$ cat src/rtl/assert_macros.svh
// Assertion macros shared by the RTL.
`ifndef ASSERT_MACROS_SVH
`define ASSERT_MACROS_SVH

// Clocked assertion, disabled while reset is applied.
`define ASSERT_CLK(label, clk_sig, rst_n_sig, prop, msg) \
	label: assert property (@(posedge clk_sig) disable iff (!rst_n_sig) prop) \
		else $error(msg);

// Clocked assertion that is also checked while reset is applied.
`define ASSERT_CLK_ALWAYS(label, clk_sig, prop, msg) \
	label: assert property (@(posedge clk_sig) prop) else $error(msg);

`endif

$ cat src/rtl/rthc_pkg.sv
// ----------------------------------------------------------------------------
// rthc_pkg
// Types and constants for the RGB to HSV converter.
// ----------------------------------------------------------------------------
`timescale 1ns / 1ps

package rthc_pkg;

	localparam int CHAN_W    = 8;
	localparam int HUE_W     = 13;
	localparam int SAT_W     = 16;

	// restoring divider geometry: numerator < den * 2**DIV_QUO_W holds whenever den is non-zero
	localparam int DIV_DEN_W = 8;
	localparam int DIV_QUO_W = 16;
	localparam int DIV_NUM_W = DIV_DEN_W + DIV_QUO_W;

	localparam logic [HUE_W-1:0] HUE_SECTOR = 13'd960;
	localparam logic [HUE_W-1:0] HUE_FULL   = 13'd5760;

	localparam logic [1:0] SEC_RED   = 2'd0;
	localparam logic [1:0] SEC_GREEN = 2'd1;
	localparam logic [1:0] SEC_BLUE  = 2'd2;

	// side information carried alongside the divider stages
	typedef struct packed {
		logic [CHAN_W-1:0] bright;
		logic [1:0]        sector;
		logic              neg;
		logic              grey;
	} side_t;

endpackage

$ cat src/rtl/rthc_div.sv
// ----------------------------------------------------------------------------
// rthc_div
// Pipelined restoring divider, one quotient bit per stage.
// ----------------------------------------------------------------------------
`timescale 1ns / 1ps

module rthc_div (
	input  logic                              clk,
	input  logic [rthc_pkg::DIV_QUO_W-1:0]    stage_en, // load enable, one per stage
	input  logic [rthc_pkg::DIV_NUM_W-1:0]    num,
	input  logic [rthc_pkg::DIV_DEN_W-1:0]    den,
	output logic [rthc_pkg::DIV_QUO_W-1:0]    quo,
	output logic [rthc_pkg::DIV_DEN_W-1:0]    rem
);
	import rthc_pkg::*;

	logic [DIV_DEN_W-1:0] rem_s [DIV_QUO_W];
	logic [DIV_QUO_W-1:0] nq_s  [DIV_QUO_W]; // remaining numerator bits, quotient shifted in
	logic [DIV_DEN_W-1:0] den_s [DIV_QUO_W];

	for (genvar j = 0; j < DIV_QUO_W; j++) begin : g_stage
		logic [DIV_DEN_W-1:0] rem_in;
		logic [DIV_QUO_W-1:0] nq_in;
		logic [DIV_DEN_W-1:0] den_in;
		logic [DIV_DEN_W:0]   trial;
		logic [DIV_DEN_W:0]   diff;
		logic                 ge;

		if (j == 0) begin : g_first
			// top numerator bits are below den, so they start as the remainder
			assign rem_in = num[DIV_NUM_W-1:DIV_QUO_W];
			assign nq_in  = num[DIV_QUO_W-1:0];
			assign den_in = den;
		end else begin : g_next
			assign rem_in = rem_s[j-1];
			assign nq_in  = nq_s[j-1];
			assign den_in = den_s[j-1];
		end

		assign trial = {rem_in, nq_in[DIV_QUO_W-1]};
		assign ge    = trial >= {1'b0, den_in};
		assign diff  = trial - {1'b0, den_in};

		always_ff @(posedge clk) begin
			if (stage_en[j]) begin
				rem_s[j] <= ge ? diff[DIV_DEN_W-1:0] : trial[DIV_DEN_W-1:0];
				nq_s[j]  <= {nq_in[DIV_QUO_W-2:0], ge};
				den_s[j] <= den_in;
			end
		end
	end

	assign quo = nq_s[DIV_QUO_W-1];
	assign rem = rem_s[DIV_QUO_W-1];

endmodule

$ cat src/rtl/rgb_to_hsv_converter.sv
// Each pixel passes through stage 1, stage 2, the divider stages and the output stage.
// Throughput: one pixel per clock unless the output stalls; each restoring divider has 16 stages.
// Stages advance independently, so bubbles close up under output back-pressure.
// Reset (arst_n, asynchronous, active low) clears the stage valid bits only.
// ----------------------------------------------------------------------------
// rgb_to_hsv_converter
// Streams 8-bit RGB pixels to hue (1/16 degree), Q0.16 saturation and value.
// ----------------------------------------------------------------------------
`timescale 1ns / 1ps
`include "assert_macros.svh"

module rgb_to_hsv_converter (
	input  logic        clk,
	input  logic        arst_n,
	input  logic        s_tvalid,
	output logic        s_tready,
	input  logic [23:0] s_tdata,  // red[7:0], green[15:8], blue[23:16]
	output logic        m_tvalid,
	input  logic        m_tready,
	output logic [39:0] m_tdata   // hue[12:0], saturation[28:13], brightness[36:29], zero
);
	import rthc_pkg::*;

	localparam int NSTG = DIV_QUO_W + 3; // s1, s2, divider stages, output stage

	logic [NSTG-1:0] stage_vld_q;
	logic [NSTG-1:0] en;

	// a stage loads when empty or when the next one moves on
	always_comb begin
		en[NSTG-1] = !stage_vld_q[NSTG-1] || m_tready;
		for (int i = NSTG - 2; i >= 0; i--) begin
			en[i] = !stage_vld_q[i] || en[i+1];
		end
	end

	always_ff @(posedge clk or negedge arst_n) begin
		if (!arst_n) begin
			stage_vld_q <= '0;
		end else begin
			if (en[0]) begin
				stage_vld_q[0] <= s_tvalid;
			end
			for (int i = 1; i < NSTG; i++) begin
				if (en[i]) begin
					stage_vld_q[i] <= stage_vld_q[i-1];
				end
			end
		end
	end

	assign s_tready = en[0];

	// stage 1: max, min, sector and hue operands
	logic [CHAN_W-1:0] red, green, blue;
	assign red   = s_tdata[7:0];
	assign green = s_tdata[15:8];
	assign blue  = s_tdata[23:16];

	logic [CHAN_W-1:0] mx_s1, mn_s1, opa_s1, opb_s1;
	logic [1:0]        sector_s1;

	always_ff @(posedge clk) begin
		if (en[0]) begin
			if (red >= green && red >= blue) begin
				mx_s1     <= red;
				sector_s1 <= SEC_RED;
				opa_s1    <= green;
				opb_s1    <= blue;
			end else if (green >= blue) begin
				mx_s1     <= green;
				sector_s1 <= SEC_GREEN;
				opa_s1    <= blue;
				opb_s1    <= red;
			end else begin
				mx_s1     <= blue;
				sector_s1 <= SEC_BLUE;
				opa_s1    <= red;
				opb_s1    <= green;
			end
			if (red <= green && red <= blue) begin
				mn_s1 <= red;
			end else if (green <= blue) begin
				mn_s1 <= green;
			end else begin
				mn_s1 <= blue;
			end
		end
	end

	// stage 2: delta and signed hue difference as sign and magnitude
	logic [CHAN_W-1:0] bright_s2, delta_s2, mag_s2;
	logic [1:0]        sector_s2;
	logic              neg_s2;

	always_ff @(posedge clk) begin
		if (en[1]) begin
			bright_s2 <= mx_s1;
			delta_s2  <= mx_s1 - mn_s1;
			sector_s2 <= sector_s1;
			neg_s2    <= opa_s1 < opb_s1;
			mag_s2    <= (opa_s1 < opb_s1) ? opb_s1 - opa_s1 : opa_s1 - opb_s1;
		end
	end

	// numerators: 960*mag and 65535*delta
	logic [17:0]          hue_num;
	logic [DIV_NUM_W-1:0] sat_num;
	assign hue_num = {mag_s2, 10'd0} - {4'd0, mag_s2, 6'd0};
	assign sat_num = {delta_s2, 16'd0} - {16'd0, delta_s2};

	logic [DIV_QUO_W-1:0] hue_quo, sat_quo;
	logic [DIV_DEN_W-1:0] hue_rem, sat_rem;

	rthc_div u_hue_div (
		.clk      (clk),
		.stage_en (en[DIV_QUO_W+1:2]),
		.num      ({6'd0, hue_num}),
		.den      (delta_s2),
		.quo      (hue_quo),
		.rem      (hue_rem)
	);

	rthc_div u_sat_div (
		.clk      (clk),
		.stage_en (en[DIV_QUO_W+1:2]),
		.num      (sat_num),
		.den      (bright_s2),
		.quo      (sat_quo),
		.rem      (sat_rem)
	);

	side_t side_s [DIV_QUO_W]; // one entry per divider stage

	for (genvar j = 0; j < DIV_QUO_W; j++) begin : g_side
		if (j == 0) begin : g_head
			always_ff @(posedge clk) begin
				if (en[j+2]) begin
					side_s[j] <= '{bright: bright_s2, sector: sector_s2,
						neg: neg_s2, grey: (delta_s2 == '0)};
				end
			end
		end else begin : g_tail
			always_ff @(posedge clk) begin
				if (en[j+2]) begin
					side_s[j] <= side_s[j-1];
				end
			end
		end
	end

	// output stage: floor for negative differences, sector offset, wrap
	side_t             side_last;
	logic [HUE_W-1:0]  hue_off, hue_base, hue_fin;
	logic [10:0]       hue_mag;

	assign side_last = side_s[DIV_QUO_W-1];
	assign hue_mag   = {1'b0, hue_quo[9:0]}
		+ {10'd0, side_last.neg && (hue_rem != '0)};

	always_comb begin
		case (side_last.sector)
			SEC_RED:   hue_off = '0;
			SEC_GREEN: hue_off = HUE_SECTOR << 1;
			SEC_BLUE:  hue_off = HUE_SECTOR << 2;
			default:   hue_off = '0;
		endcase
		hue_base = ({2'd0, hue_mag} > hue_off) ? hue_off + HUE_FULL : hue_off;
		if (side_last.neg) begin
			hue_fin = hue_base - {2'd0, hue_mag};
		end else begin
			hue_fin = hue_off + {2'd0, hue_mag};
		end
	end

	logic [HUE_W-1:0]  hue_s19;
	logic [SAT_W-1:0]  sat_s19;
	logic [CHAN_W-1:0] bright_s19;

	always_ff @(posedge clk) begin
		if (en[NSTG-1]) begin
			hue_s19    <= side_last.grey ? '0 : hue_fin;
			sat_s19    <= side_last.grey ? '0 : sat_quo;
			bright_s19 <= side_last.bright;
		end
	end

	assign m_tvalid = stage_vld_q[NSTG-1];
	assign m_tdata  = {3'd0, bright_s19, sat_s19, hue_s19};

	`ASSERT_CLK(a_hue_range, clk, arst_n, m_tvalid |-> (hue_s19 < HUE_FULL),
		"hue out of range")
	`ASSERT_CLK(a_stall_cause, clk, arst_n, !s_tready |-> (m_tvalid && !m_tready),
		"input stalled without output back-pressure")
	`ASSERT_CLK(a_black_sat, clk, arst_n,
		(m_tvalid && bright_s19 == '0) |-> (sat_s19 == '0 && hue_s19 == '0),
		"black pixel with non-zero hue or saturation")
	`ASSERT_CLK(a_div_bounds, clk, arst_n,
		(stage_vld_q[NSTG-2] && !side_last.grey) |->
		(hue_quo <= DIV_QUO_W'(HUE_SECTOR) && sat_rem < side_last.bright),
		"divider result out of bounds")

endmodule

$ cat config.mk
export PLATFORM = sky130hd
export DESIGN_NAME = rgb_to_hsv_converter
export DESIGN_NICKNAME = d
export VERILOG_FILES = /design/src/rtl/rthc_pkg.sv /design/src/rtl/rthc_div.sv /design/src/rtl/rgb_to_hsv_converter.sv
export VERILOG_INCLUDE_DIRS = /design/src /design/src/rtl
export SDC_FILE = /design/constraint.sdc
export NUM_CORES = 1
export LEC_CHECK = 0
export BUFFER_PORTS_ARGS = -buffer_cell sky130_fd_sc_hd__buf_2
export CAP_MARGIN = 0
export CORE_MARGIN = 1
export CORE_UTILIZATION = 60
export CTS_CLUSTER_DIAMETER = 50
export CTS_CLUSTER_SIZE = 20
export DETAILED_ROUTE_END_ITERATION = 7
export PLACE_DENSITY_LB_ADDON = 0.3
export SKIP_CTS_REPAIR_TIMING = 1
export SYNTH_ARGS = -nofsm -noshare
export SYNTH_HDL_FRONTEND = slang
export SYNTH_SLANG_ARGS = --single-unit
$ cat constraint.sdc
create_clock -name clk -period 5.95 [get_ports clk]
set_clock_uncertainty 0.2 [all_clocks]
set_input_delay 0.2975 -clock clk [delete_from_list [all_inputs] [get_ports clk]]
set_output_delay 0.2975 -clock clk [all_outputs]
set_load 0.03 [all_outputs]
==> out/qor.csv <==
stage,metric,value,unit
worst_hold_path,hp-start,s_tdata[12],
sta,setup_slack,592.0,ps
synthesis,yosysSeqAreaShare,0.6414,
finish,antenna_cells,0,
setup_path,cp_top_family,compound AO/OA/AOI/OAI gates,
setup_path,crit_path_cell_trace,nor4_1 > a21boi_0 > ha_1 > ha_1 > nand3_1 > nor2_1 > and3_1 > xor2_1 > ha_1 > o21bai_1 > a221oi_1 > nor2_1 > o21ai_2 > mux2_2 > ha_1 > o21ai_1 > nor2_1 > o21ai_0 > o21ai_1 > or4_1 > xnor2_1 > a211oi_1,
routing,via_per_inst,5.557,
synthesis,synthFlopType,edfxtp_1,
clock_network,cts_tree,built,
outcome,status,completed,
global_route,grt_max_degree,61,
routing,routed_wl,80.29,mm
power_and_ir_drop,max-vdd-ir-drop,0.2931,mV
setup_path,slowest_stage,or4_1,
global_route,grt_overflow_total,0,
clock_network,cts.clk_slew.worst_paths,70,ps
synthesis,syn-instance-count,3316,
synthesis,syn_area,47370,µm²
finish,final_core_util,0.6759,
setup_path,critPathCaptureType,flop,
setup_path,cp.required,6230,ps
sta,finalSetupViolations,0,
floorplan,coreArea,77850,µm²
routing,drtIter0Drc,1321,
synthesis,synth_seq_cells,1015,
synthesis,netlist_top_cells_area,"edfxtp_1 63%, ha_1 8.5%, mux2_2 3.8%, inv_1 3.3%, mux2i_1 2.3%",
worst_hold_path,min_to,opa_s1[4]$_DFFE_PP_,
routing,firstDrtPassIters,5,
placement,place.gp.congestion,0.8475,
setup_path,critPathMaxFanout,6,
setup_path,r2r-end,hue_s19[12]$_SDFFCE_PP0P_,
setup_path,worst-setup-path-type,flop to flop,
sta,hold_viol,0,
setup_path,r2r_start,u_hue_div.rem_s[1][56]$_SDFFCE_PP0P_,
floorplan,row_count,102,
clock_network,cts-buffers-inserted,94,
setup_path,rrSetupSlack,590,ps
synthesis,synth_cell_type_count,70,
setup_path,reg2reg_depth,22,
routing,wl_per_cell,17.37,µm
synthesis,async_flop_share,0.01872,
setup_path,worstPathArrival,5630,ps
placement,place_hpwl,58.58,mm
finish,layout.nets,3887,
sta,worst_pin_slew,1167,ps
clock_network,cts_sinks,1015,
flow_run,cap_violations,0,
clock_network,cts_root_buffer,clkbuf_16,
routing,ant_nets,0,
routing,drc,0,
global_route,grt_pass1_vias,26920,
routing,num_vias,25680,
global_route,antenna_found_initial,0,
sta,fmax,186.6,MHz
synthesis,synth_top_cell_by_area,edfxtp_1,
finish,area_growth,11.07,%
global_route,track_usage,0.2015,
floorplan,ioPinCount,70,
clock_network,cts_buffer_depth,3,
setup_path,start_kind,flop,
setup_path,worst_path_most_repeated_cell,ha_1,
power_and_ir_drop,p_leak,21.55,nW
finish,final_cell_mix,"996 x edfxtp_1, 409 x inv_1, 323 x ha_1",
clock_network,clk_latency,660,ps
synthesis,avgSynthCellArea,14.29,µm²
sta,hold-worst-slack,18.45,ps
sta,finalCriticalPeriod,5358,ps
floorplan,start_util,0.6085,
setup_path,max_stage_delay,430,ps
synthesis,synth.top_cell.area_share,0.6313,
sta,drv_slew,0,
sta,slew-limit-headroom,0.2217,
setup_path,cp_num_buf_inv,0,
power_and_ir_drop,fin_total_pwr,32.83,mW
finish,drive_above_1_share,0.1251,
placement,port_buffers,66,
power_and_ir_drop,power.density,623.9,nW/µm²
global_route,grt_pass1_wl,130.8,mm
synthesis,synth_edf_count,996,
floorplan,die_x,283.0,µm
sta,grt_setup_unrepaired,no,
clock_network,h-tree-depth,3,
worst_hold_path,hold_class,primary input to flop,
sta,fin_setup_tns,0,ps
synthesis,ys.warnings.count,0,
sta,fin_crit_sh,0.9005,
worst_hold_path,hold_path_depth,3,
finish,final_common_cell,edfxtp_1,
floorplan,chipHeight,283.0,µm
placement,place_ws,652.1,ps
floorplan,die_area,80080,µm²
-- worst max path at each step --
| stage | cells after the start | start | endpoint | slack [ps] |
|---|---|---|---|---|
| detailed placement | 22 | u_hue_div.rem_s[1][56]$_SDFFCE_PP0P_ | hue_s19[12]$_SDFFCE_PP0P_ | 650 |
| global route | 22 | u_hue_div.rem_s[1][63]$_DFFE_PP_ | hue_s19[12]$_SDFFCE_PP0P_ | 170 |
| finish | 22 | u_hue_div.rem_s[1][56]$_SDFFCE_PP0P_ | hue_s19[12]$_SDFFCE_PP0P_ | 590 |
| global placement | 22 | u_hue_div.rem_s[1][57]$_DFFE_PP_ | hue_s19[12]$_SDFFCE_PP0P_ | 750 |
| floorplan | 9 | stage_vld_q[18]$_DFFE_PN0P_ | side_s[0][12]$_DFFE_PP_ | 510 |
| CTS | 22 | u_hue_div.rem_s[1][56]$_SDFFCE_PP0P_ | hue_s19[12]$_SDFFCE_PP0P_ | 620 |
-- power by group --
part	internal, mW	switching [mW]	leakage [nW]	total, mW
Combinational	6.13	7.00	9.58	13.1
Sequential	12.1	1.38	10.4	13.5
Clock	3.30	2.90	1.56	6.20
Total	21.6	11.3	21.5	32.8
-- worst reg2reg max path, cell delays in order, from the launching register on --
cell	delay (ps)
edfxtp_1	330
nor4_1	50
a21boi_0	220
ha_1	330
ha_1	340
nand3_1	150
nor2_1	250
and3_1	210
xor2_1	260
ha_1	300
o21bai_1	160
a221oi_1	120
nor2_1	130
o21ai_2	120
mux2_2	300
ha_1	350
o21ai_1	180
nor2_1	60
o21ai_0	210
o21ai_1	120
or4_1	430
xnor2_1	140
a211oi_1	220
-- cell usage after synthesis (11+ instances only) --
cell / instances
mux2i_1: 109
ha_1: 323
o21bai_1: 11
xnor2_1: 122
inv_1: 415
a311oi_1: 19
o21a_1: 42
nand3_1: 19
a21boi_1: 59
mux2_1: 13
a21o_1: 75
o2111ai_1: 24
o21ai_1: 38
o21ai_0: 76
nand2_1: 64
a21oi_1: 83
nor2b_1: 89
dfrtp_1: 19
nor3_1: 11
fa_1: 35
nand2b_1: 53
mux2_2: 159
edfxtp_1: 996
nand4_1: 61
xor2_1: 47
nor2_1: 246
-- metrics by stage --
stage,instances,cell area [µm²]
global placement,4422,49080
detailed placement,4422,49080
global route,4622,52620
floorplan,3318,47380
finish,4622,52620
CTS,4599,52380
-- area by class of cell --
cell class,instances,area [µm²]
fillers,5220,25230
inverters,416,1562
clock buffers,97,2364
multi-input cells,1867,15360
clock inverters,80,937.1
well taps,1040,1301
flip-flops and latches,1015,30380
repair buffers,107,705.7
-- metal layers --
| metal | up-vias | track usage | part of all wire |
|---|---|---|---|
| li1 | 12470 | - | - |
| met1 | 12620 | 0.2112 | 0.37 |
| met2 | 418 | 0.4020 | 0.57 |
| met3 | 173 | 0.02874 | 0.029 |
| met4 | 0 | 0.07092 | 0.033 |
| met5 | - | 0 | 0 |
-- sequential cells by signal, summed over array words and instances, names as in the netlist, 13 cells and up --
register and cells:
u_hue_div.rem_s 128, hue_s19 13, stage_vld_q 19, u_sat_div.rem_s 120, u_sat_div.nq_s 239, sat_s19 16, u_hue_div.den_s 119, side_s 184
u_hue_div.nq_s 100
-- kinds of logic (layout without fill, tap and decap cells) --
family / Yosys count / after routing / synth area share
flip-flops: 1015 / 1015 / 0.6414
AND/OR/NAND/NOR: 583 / 583 / 0.06048
AO/OA/AOI/OAI: 471 / 471 / 0.06693
buffers and inverters: 436 / 700 / 0.03523
adder cells (fa/ha/maj): 358 / 358 / 0.1001
multiplexers: 283 / 283 / 0.06455
XOR/XNOR: 169 / 169 / 0.03124
other: 1 / 3 / 0.00007916
No activity file was read; power rests on OpenSTA's default activity.
